$ cat src/sv/assert_macros.svh
// Assertion macros used by the RTL. Build with NO_ASSERTIONS defined to drop them.
`ifndef ASSERT_MACROS_SVH
`define ASSERT_MACROS_SVH

`ifndef NO_ASSERTIONS

// Same-cycle implication, checked at every rising clock edge outside reset.
`define ASSERT_IMPLIES(label, clk, rst, ante, cons, msg) \
   label: assert property (@(posedge clk) disable iff (rst) (ante) |-> (cons)) \
      else $error(msg);

// Next-cycle implication, checked at every rising clock edge outside reset.
`define ASSERT_NEXT(label, clk, rst, ante, cons, msg) \
   label: assert property (@(posedge clk) disable iff (rst) (ante) |=> (cons)) \
      else $error(msg);

`else

`define ASSERT_IMPLIES(label, clk, rst, ante, cons, msg)
`define ASSERT_NEXT(label, clk, rst, ante, cons, msg)

`endif

`endif

$ cat src/sv/dmm_pkg.sv
package dmm_pkg;

   localparam int DEPTH   = 64;
   localparam int DATA_W  = 32;
   localparam int ADDR_W  = $clog2(DEPTH);
   localparam int COUNT_W = $clog2(DEPTH + 1);

   localparam logic [ADDR_W-1:0]  LAST_IDX   = ADDR_W'(DEPTH - 1);
   localparam logic [COUNT_W-1:0] FULL_COUNT = COUNT_W'(DEPTH);

   typedef enum logic [2:0] {
      CMD_PUSH_BACK  = 3'd0,
      CMD_PUSH_FRONT = 3'd1,
      CMD_POP_BACK   = 3'd2,
      CMD_POP_FRONT  = 3'd3,
      CMD_QUERY      = 3'd4
   } cmd_type;

   typedef enum logic [1:0] {
      ST_DONE  = 2'd0,
      ST_FULL  = 2'd1,
      ST_EMPTY = 2'd2
   } status_type;

   // Request from the control logic to the min/max scanner.
   typedef struct packed {
      logic                start;
      logic [ADDR_W-1:0]   front;
      logic [COUNT_W-1:0]  count;
   } scan_req_type;

   // Scanner result. The largest and smallest values are held until the next start.
   typedef struct packed {
      logic                done;
      logic signed [DATA_W-1:0] largest;
      logic signed [DATA_W-1:0] smallest;
   } scan_res_type;

endpackage

$ cat src/sv/dmm_ram.sv
module dmm_ram #(
   parameter int WIDTH = 32,
   parameter int DEPTH = 64
) (
   input  logic                     clock,
   input  logic                     wr_en,
   input  logic [$clog2(DEPTH)-1:0] wr_addr,
   input  logic [WIDTH-1:0]         wr_data,
   input  logic                     rd_en,
   input  logic [$clog2(DEPTH)-1:0] rd_addr,
   output logic [WIDTH-1:0]         rd_data
);

   logic [WIDTH-1:0] mem_ff [DEPTH];
   logic [WIDTH-1:0] rd_data_ff;

   always_ff @(posedge clock) begin
      if (wr_en) begin
         mem_ff[wr_addr] <= wr_data;
      end
      if (rd_en) begin
         rd_data_ff <= mem_ff[rd_addr];
      end
   end

   assign rd_data = rd_data_ff;

endmodule

$ cat src/sv/dmm_scan.sv
module dmm_scan import dmm_pkg::*; (
   input  logic                clock,
   input  logic                reset,
   input  scan_req_type        scan_req,
   output logic                rd_en,
   output logic [ADDR_W-1:0]   rd_addr,
   input  logic [DATA_W-1:0]   rd_data,
   output scan_res_type        scan_res
);

   // Walks the stored entries from the front, one read per cycle, and folds
   // each returned word into the running maximum and minimum.
   logic                     busy_ff, busy_in;
   logic                     pend_ff, pend_in;
   logic                     first_ff, first_in;
   logic [ADDR_W-1:0]        ptr_ff, ptr_in;
   logic [COUNT_W-1:0]       remain_ff, remain_in;
   logic signed [DATA_W-1:0] hi_ff, hi_in;
   logic signed [DATA_W-1:0] lo_ff, lo_in;
   logic signed [DATA_W-1:0] word;
   logic                     done;

   assign word    = $signed(rd_data);
   assign rd_en   = busy_ff && (remain_ff != '0);
   assign rd_addr = ptr_ff;
   assign done    = busy_ff && (remain_ff == '0) && !pend_ff;

   always_comb begin
      busy_in   = busy_ff;
      pend_in   = rd_en;
      first_in  = first_ff;
      ptr_in    = ptr_ff;
      remain_in = remain_ff;
      hi_in     = hi_ff;
      lo_in     = lo_ff;
      if (scan_req.start) begin
         busy_in   = 1'b1;
         pend_in   = 1'b0;
         first_in  = 1'b1;
         ptr_in    = scan_req.front;
         remain_in = scan_req.count;
         hi_in     = '0;
         lo_in     = '0;
      end else begin
         if (done) begin
            busy_in = 1'b0;
         end
         if (rd_en) begin
            ptr_in    = (ptr_ff == LAST_IDX) ? '0 : ptr_ff + 1'b1;
            remain_in = remain_ff - 1'b1;
         end
         if (pend_ff) begin
            first_in = 1'b0;
            if (first_ff) begin
               hi_in = word;
               lo_in = word;
            end else begin
               if (word > hi_ff) begin
                  hi_in = word;
               end
               if (word < lo_ff) begin
                  lo_in = word;
               end
            end
         end
      end
   end

   always_ff @(posedge clock) begin
      if (reset) begin
         busy_ff   <= 1'b0;
         pend_ff   <= 1'b0;
         remain_ff <= '0;
      end else begin
         busy_ff   <= busy_in;
         pend_ff   <= pend_in;
         remain_ff <= remain_in;
      end
      first_ff <= first_in;
      ptr_ff   <= ptr_in;
      hi_ff    <= hi_in;
      lo_ff    <= lo_in;
   end

   assign scan_res.done     = done;
   assign scan_res.largest  = hi_ff;
   assign scan_res.smallest = lo_ff;

endmodule

$ cat src/sv/deque_with_min_max.sv
// An accepted item updates the front pointer and entry count and writes any pushed value
// into the memory; the min/max scan then reads the held entries from the memory, one entry
// per cycle, and its result is registered onto the outputs. No new item is accepted until
// that result is loaded, so a held-off result delays the next item.
// Reset is synchronous and active high: the queue becomes empty, no result is pending,
// and the block is ready for an item once reset is low. Stored words are not cleared.
`include "assert_macros.svh"

module deque_with_min_max import dmm_pkg::*; (
   input  logic                      clock,
   input  logic                      reset,
   input  logic                      req_valid,
   output logic                      req_ready,
   input  logic [2:0]                req_command,
   input  logic signed [DATA_W-1:0]  req_value,
   output logic                      rsp_valid,
   input  logic                      rsp_ready,
   output logic [COUNT_W-1:0]        rsp_count,
   output logic                      rsp_is_empty,
   output logic signed [DATA_W-1:0]  rsp_largest,
   output logic signed [DATA_W-1:0]  rsp_smallest,
   output logic [1:0]                rsp_status
);

   // The control applies the operation to the front pointer and entry count
   // at the edge where the item is accepted, writing a pushed value into the
   // memory at that same edge. The scanner then reads the held entries in
   // later cycles, so a write and a read of the same word never overlap.
   typedef enum logic [1:0] {
      S_IDLE,
      S_SCAN,
      S_WAIT
   } state_type;

   state_type                state_ff, state_in;
   logic [ADDR_W-1:0]        front_ff, front_in;
   logic [COUNT_W-1:0]       count_ff, count_in;
   status_type               status_ff, status_in;

   logic                     rsp_valid_ff, rsp_valid_in;
   logic [COUNT_W-1:0]       rsp_count_ff;
   logic                     rsp_is_empty_ff;
   logic signed [DATA_W-1:0] rsp_largest_ff;
   logic signed [DATA_W-1:0] rsp_smallest_ff;
   logic [1:0]               rsp_status_ff;

   logic                     accept;
   logic                     load_rsp;
   cmd_type                  cmd;
   logic [COUNT_W:0]         back_sum;
   logic [ADDR_W-1:0]        back_slot;
   logic [ADDR_W-1:0]        front_dec;
   logic [ADDR_W-1:0]        front_inc;
   logic                     wr_en;
   logic [ADDR_W-1:0]        wr_addr;
   logic                     rd_en;
   logic [ADDR_W-1:0]        rd_addr;
   logic [DATA_W-1:0]        rd_data;
   scan_req_type             scan_req;
   scan_res_type             scan_res;
   logic                     rsp_flag_ok;

   // No item is taken while reset is high, so none can be lost to it.
   assign req_ready = (state_ff == S_IDLE) && !reset;
   assign accept    = req_valid && req_ready;
   assign cmd       = cmd_type'(req_command);

   // The slot just past the back entry: front plus count, wrapped once.
   assign back_sum  = (COUNT_W + 1)'(front_ff) + (COUNT_W + 1)'(count_ff);
   assign back_slot = (back_sum >= (COUNT_W + 1)'(DEPTH))
                      ? ADDR_W'(back_sum - (COUNT_W + 1)'(DEPTH))
                      : ADDR_W'(back_sum);
   assign front_dec = (front_ff == '0) ? LAST_IDX : front_ff - 1'b1;
   assign front_inc = (front_ff == LAST_IDX) ? '0 : front_ff + 1'b1;

   // Operation decode. Unused command codes behave as a query.
   always_comb begin
      front_in  = front_ff;
      count_in  = count_ff;
      status_in = ST_DONE;
      wr_en     = 1'b0;
      wr_addr   = back_slot;
      case (cmd)
         CMD_PUSH_BACK: begin
            if (count_ff == FULL_COUNT) begin
               status_in = ST_FULL;
            end else begin
               wr_en    = 1'b1;
               count_in = count_ff + 1'b1;
            end
         end
         CMD_PUSH_FRONT: begin
            if (count_ff == FULL_COUNT) begin
               status_in = ST_FULL;
            end else begin
               wr_en    = 1'b1;
               wr_addr  = front_dec;
               front_in = front_dec;
               count_in = count_ff + 1'b1;
            end
         end
         CMD_POP_BACK: begin
            if (count_ff == '0) begin
               status_in = ST_EMPTY;
            end else begin
               count_in = count_ff - 1'b1;
            end
         end
         CMD_POP_FRONT: begin
            if (count_ff == '0) begin
               status_in = ST_EMPTY;
            end else begin
               front_in = front_inc;
               count_in = count_ff - 1'b1;
            end
         end
         default: begin
         end
      endcase
   end

   assign scan_req.start = accept;
   assign scan_req.front = front_in;
   assign scan_req.count = count_in;

   // A finished result is taken into the output register when it is empty or
   // being emptied in the same cycle; otherwise the block holds in S_WAIT.
   assign load_rsp = ((state_ff == S_SCAN && scan_res.done) || state_ff == S_WAIT)
                     && (!rsp_valid_ff || rsp_ready);

   always_comb begin
      state_in = state_ff;
      case (state_ff)
         S_IDLE: begin
            if (accept) begin
               state_in = S_SCAN;
            end
         end
         S_SCAN: begin
            if (scan_res.done) begin
               state_in = load_rsp ? S_IDLE : S_WAIT;
            end
         end
         S_WAIT: begin
            if (load_rsp) begin
               state_in = S_IDLE;
            end
         end
         default: begin
            state_in = S_IDLE;
         end
      endcase
      if (load_rsp) begin
         rsp_valid_in = 1'b1;
      end else if (rsp_ready) begin
         rsp_valid_in = 1'b0;
      end else begin
         rsp_valid_in = rsp_valid_ff;
      end
   end

   always_ff @(posedge clock) begin
      if (reset) begin
         state_ff     <= S_IDLE;
         front_ff     <= '0;
         count_ff     <= '0;
         status_ff    <= ST_DONE;
         rsp_valid_ff <= 1'b0;
      end else begin
         state_ff     <= state_in;
         rsp_valid_ff <= rsp_valid_in;
         if (accept) begin
            front_ff  <= front_in;
            count_ff  <= count_in;
            status_ff <= status_in;
         end
      end
      if (load_rsp) begin
         rsp_count_ff    <= count_ff;
         rsp_is_empty_ff <= (count_ff == '0);
         rsp_largest_ff  <= scan_res.largest;
         rsp_smallest_ff <= scan_res.smallest;
         rsp_status_ff   <= status_ff;
      end
   end

   dmm_ram #(
      .WIDTH (DATA_W),
      .DEPTH (DEPTH)
   ) u_store (
      .clock   (clock),
      .wr_en   (accept && wr_en),
      .wr_addr (wr_addr),
      .wr_data (req_value),
      .rd_en   (rd_en),
      .rd_addr (rd_addr),
      .rd_data (rd_data)
   );

   dmm_scan u_scan (
      .clock    (clock),
      .reset    (reset),
      .scan_req (scan_req),
      .rd_en    (rd_en),
      .rd_addr  (rd_addr),
      .rd_data  (rd_data),
      .scan_res (scan_res)
   );

   assign rsp_valid    = rsp_valid_ff;
   assign rsp_count    = rsp_count_ff;
   assign rsp_is_empty = rsp_is_empty_ff;
   assign rsp_largest  = rsp_largest_ff;
   assign rsp_smallest = rsp_smallest_ff;
   assign rsp_status   = rsp_status_ff;

   assign rsp_flag_ok = (rsp_is_empty == (rsp_count == '0));

   // Once an item is taken, no other item is taken until its scan has run.
   `ASSERT_NEXT(a_busy_after_accept, clock, reset, accept, !req_ready, "accepted while busy")
   // The entry count never exceeds the store depth.
   `ASSERT_IMPLIES(a_count_bound, clock, reset, 1'b1, count_ff <= FULL_COUNT, "count overflow")
   // The empty flag of a shown result agrees with its count.
   `ASSERT_IMPLIES(a_empty_flag, clock, reset, rsp_valid, rsp_flag_ok, "empty flag mismatch")
   // The scanner finishes only while the control waits for it.
   `ASSERT_IMPLIES(a_done_in_scan, clock, reset, scan_res.done, state_ff == S_SCAN, "stray done")

endmodule

$ cat config.mk
export PLATFORM = sky130hd
export DESIGN_NAME = deque_with_min_max
export DESIGN_NICKNAME = d
export VERILOG_FILES = /design/src/sv/dmm_pkg.sv /design/src/sv/dmm_ram.sv /design/src/sv/dmm_scan.sv /design/src/sv/deque_with_min_max.sv
export VERILOG_INCLUDE_DIRS = /design/src /design/src/sv
export SDC_FILE = /design/constraint.sdc
export NUM_CORES = 2
export LEC_CHECK = 0
export BUFFER_PORTS_ARGS = -buffer_cell sky130_fd_sc_hd__buf_4
export CAP_MARGIN = 0
export CELL_PAD_IN_SITES_DETAIL_PLACEMENT = 0
export CELL_PAD_IN_SITES_GLOBAL_PLACEMENT = 1
export CORE_MARGIN = 2
export CORE_UTILIZATION = 50
export DETAILED_ROUTE_END_ITERATION = 10
export PLACE_DENSITY_LB_ADDON = 0.2
export SETUP_SLACK_MARGIN = 0.4
export SYNTH_ARGS = -nofsm -noshare
export SYNTH_HDL_FRONTEND = slang
export SYNTH_HIERARCHICAL = 1
export SYNTH_SLANG_ARGS = --single-unit
$ cat constraint.sdc
create_clock -name clock -period 5.8 [get_ports clock]
set_input_delay 1.16 -clock clock [delete_from_list [all_inputs] [get_ports clock]]
set_output_delay 1.16 -clock clock [all_outputs]
set_load 0.02 [all_outputs]
==> impl_metrics.tcl <==
set metrics [dict create \
    outcome "finished clean" \
    synthDistinctLibCells 84 \
    final.setup_skew_ns 0.0425 \
    synth_edf_count 2160 \
    critPathRequiredTime_ns 6.28 \
    setup_violations 0 \
    layout_commonest_cell "edfxtp_1" \
    synthSimpleGateAreaFrac_pct 2.69 \
    yosysWarnings 6 \
    max_freq_ghz 0.209 \
    slew_headroom_pct 22.4 \
    startpoint "count_ff[1]" \
    clockRootBuffer "clkbuf_16" \
    gp_congestion 0.850 \
    antenna_left 0 \
    grt_pass1_vias 42124 \
    drtPass1Iterations 6 \
    drt_first_iter_violations 5275 \
    crit_end "u_store/mem_ff[4][15]" \
    via_per_inst 6.19 \
    h-tree-depth 4 \
    critical_path.max_stage_delay_ns 0.76 \
    grt_max_degree 77 \
    synth_nets 4364 \
    synth_adder_area_share_pct 1.10 \
    ys_ff_latch 2252 \
    finalCritPeriodShare_pct 82.4 \
    chipHeight_microns 423 \
    hold_violations 0 \
    die_area_sq_um 179000 \
    path_common_cell "buf_4" \
    routed_wl_microns 216000 \
    ff2ff_setup_slack_ns 1.02 \
    placement.io_buffers 114 \
    async_reset_ff_share_pct 0 \
    end_kind "register" \
    syn_inst 4248 \
    ys_seq_area_share_pct 75.8 \
    reg2regPathDepth 10 \
    irDropWorstVdd_mv 0.284 \
    fin_crit_ns 4.78 \
    synthMuxAreaShare_pct 15.8 \
    crit_fanout 32 \
    synthesis.area_sq_um 88000 \
    reg2reg_from "count_ff[1]" \
    dpl.hpwl_microns 131000 \
    antenna_found_initial 16 \
    critical_path_class "reg -> reg" \
    synth_flop_cell "edfxtp_1" \
    rsz0062_at_grt "no" \
    cp.arrival_ns 5.26 \
    num_rows 153 \
    critical_path.reg2reg.endpoint "u_store/mem_ff[4][15]" \
    cp-start-kind "register" \
    core_sq_um 174000 \
    worstSkewPairLatency_ns 0.87 \
    numCtsBuffers 224 \
    cp.depth 10 \
    postCtsSetupBuffers 0 \
    track_usage_pct 24.3 \
    fin_nets 4627 \
    leakage_nw 31.4 \
    cts_max_path_buffers 3 \
    drv_cap 0 \
    whs_ns 0.430 \
    initial_core_util_pct 50.4 \
    drc 0 \
    ctsHoldBuffers 0 \
    crit_family "simple AND/OR/NAND/NOR gates" \
    syn_avg_cell_area_sq_um 20.7 \
    synth_xor_area_share_pct 0.179 \
    finalSetupTns_ns 0 \
    cp_num_buf_inv 3 \
    layout_common_cells "edfxtp_1, mux4_2, buf_4, clkbuf_16, mux2i_1" \
    cts_tree "yes" \
    cts.repair.resized 0 \
    pin_count 115 \
    cts.clk_slew.worst_paths_ns 0.06 \
    synth_top_family_by_area "multiplexers" \
    synth_compound_area_share_pct 2.74 \
    drt-wirelength-per-cell_microns 30.8 \
    worstPathCellList "inv_1 -> ha_1 -> or4b_4 -> o21ba_4 -> o21ai_1 -> nor2b_1 -> nand2_1 -> buf_4 -> nor2_4 -> buf_4" \
    syn2layout_area_growth_pct 13.4 \
    worst_slew_pin_slew_ns 1.16 \
    cellPowerDensity_nw_per_um2 344 \
    hold_class "reg -> reg" \
    vias 43486 \
    drive_gt1_share_pct 25.7 \
    grt_pass1_wl_microns 311000 \
    finalMaxSlewViolations 0 \
    crit_slowest_cell "o21ai_1" \
    overflow 0 \
    die_w_microns 423 \
    cts.sinks 2252 \
]
kinds of logic (layout without fill, tap and decap cells):
kind of cell               after synthesis  count (layout)
AOI/OAI and AO/OA                      364             364
and+or+nand+nor                        513             513
adders and majority gates               77              77
xor gates and xnor gates                18              18
DFF                                   2252            2252
other                                    0               8
muxes                                  711             711
buffers and inverters                  313             753
report_power, final:
group / total, mW / leakage, nW / switching (mW) / internal, mW
clock network: 14.3 / 3.51 / 6.05 / 8.22
logic: 2.15 / 7.71 / 1.40 / 0.743
registers: 17.9 / 20.2 / 0.0566 / 17.9
total: 34.4 / 31.4 / 7.51 / 26.8
state kept, by name, indices dropped and copies added (netlist names), 2 cells and up:
register and cells:
count_ff 7, u_store/rd_data 32, u_scan/rd_addr 6, rsp_count 7, state_ff 2, front_ff 6
status_ff 2, u_store/mem_ff 2048, rsp_largest 32, rsp_smallest 32, rsp_status 2, u_scan/hi_ff 32
u_scan/lo_ff 32, u_scan/remain_ff 7
synth_stat cells (all sizes together), types with 14 or more instances:
library cell	instances	area [sq um]
edfxtp	2160	64900
nand3	36	180
a22oi	15	118
inv	87	327
dfxtp	92	1840
o22ai	89	557
mux2i	164	1640
nand4	18	113
o221ai	29	254
mux4	544	12300
clkbuf	101	379
o21ai	35	179
buf	123	718
nor2	199	747
nand2	145	544
a21oi	110	551
nor3	18	90.1
nand2b	14	87.6
ha	76	951
nor2b	26	163
how the worst min path moves through the flow:
stage	slack [ns]	startpoint	to	cells after the start
after floorplan	0.41	status_ff[0]	rsp_status[0]	0
after global placement	0.42	status_ff[1]	rsp_status[1]	0
after detailed placement	0.42	status_ff[1]	rsp_status[1]	0
after CTS	0.43	status_ff[1]	rsp_status[1]	0
after global routing	0.46	status_ff[1]	rsp_status[1]	0
final	0.43	status_ff[1]	rsp_status[1]	0
stage by stage:
| stage | setup WS [ns] | cells | instance area [sq um] | util [%] | total power, mW |
|---|---|---|---|---|---|
| 2_1_floorplan | 0.765 | 4248 | 88000 | - | 19.4 |
| 3_3_place_gp | 0.718 | 6610 | 92500 | 53.0 | 20.4 |
| 3_5_place_dp | 0.704 | 6610 | 92500 | 53.0 | 20.4 |
| 4_1_cts | 1.07 | 7013 | 99800 | 57.2 | 34.6 |
| 5_1_grt | 0.822 | 7014 | 99800 | 57.2 | 35.4 |
| 6_report | 1.02 | 7021 | 99800 | 57.2 | 34.4 |
worst register-to-register path, stage by stage, from the launching register on:
cell,delay (ns)
dfxtp_1,0.40
inv_1,0.17
ha_1,0.28
or4b_4,0.57
o21ba_4,0.32
o21ai_1,0.76
nor2b_1,0.27
nand2_1,0.67
buf_4,0.41
nor2_4,0.09
buf_4,0.45
cell type report:
| class | count | area (sq um) |
|---|---|---|
| fill | 12730 | 74600 |
| sequential | 2252 | 66700 |
| multi-input combinational | 1683 | 20300 |
| clock buffer | 283 | 5940 |
| tap | 2325 | 2910 |
| timing repair buffer | 261 | 2220 |
| clock inverter | 120 | 1310 |
| inverter | 89 | 334 |
| antenna | 8 | 20.0 |
layer usage:
metal	global-route usage (%)	vias to the layer above	part of all wire (%)	routed length (microns)
li1	-	18129	-	-
met1	37.1	23156	43	93900
met2	36.2	1898	46	98900
met3	4.18	293	8.1	17500
met4	7.11	10	2.8	6060
met5	0	-	0.031	67
Power figures use the tool's default switching activity.
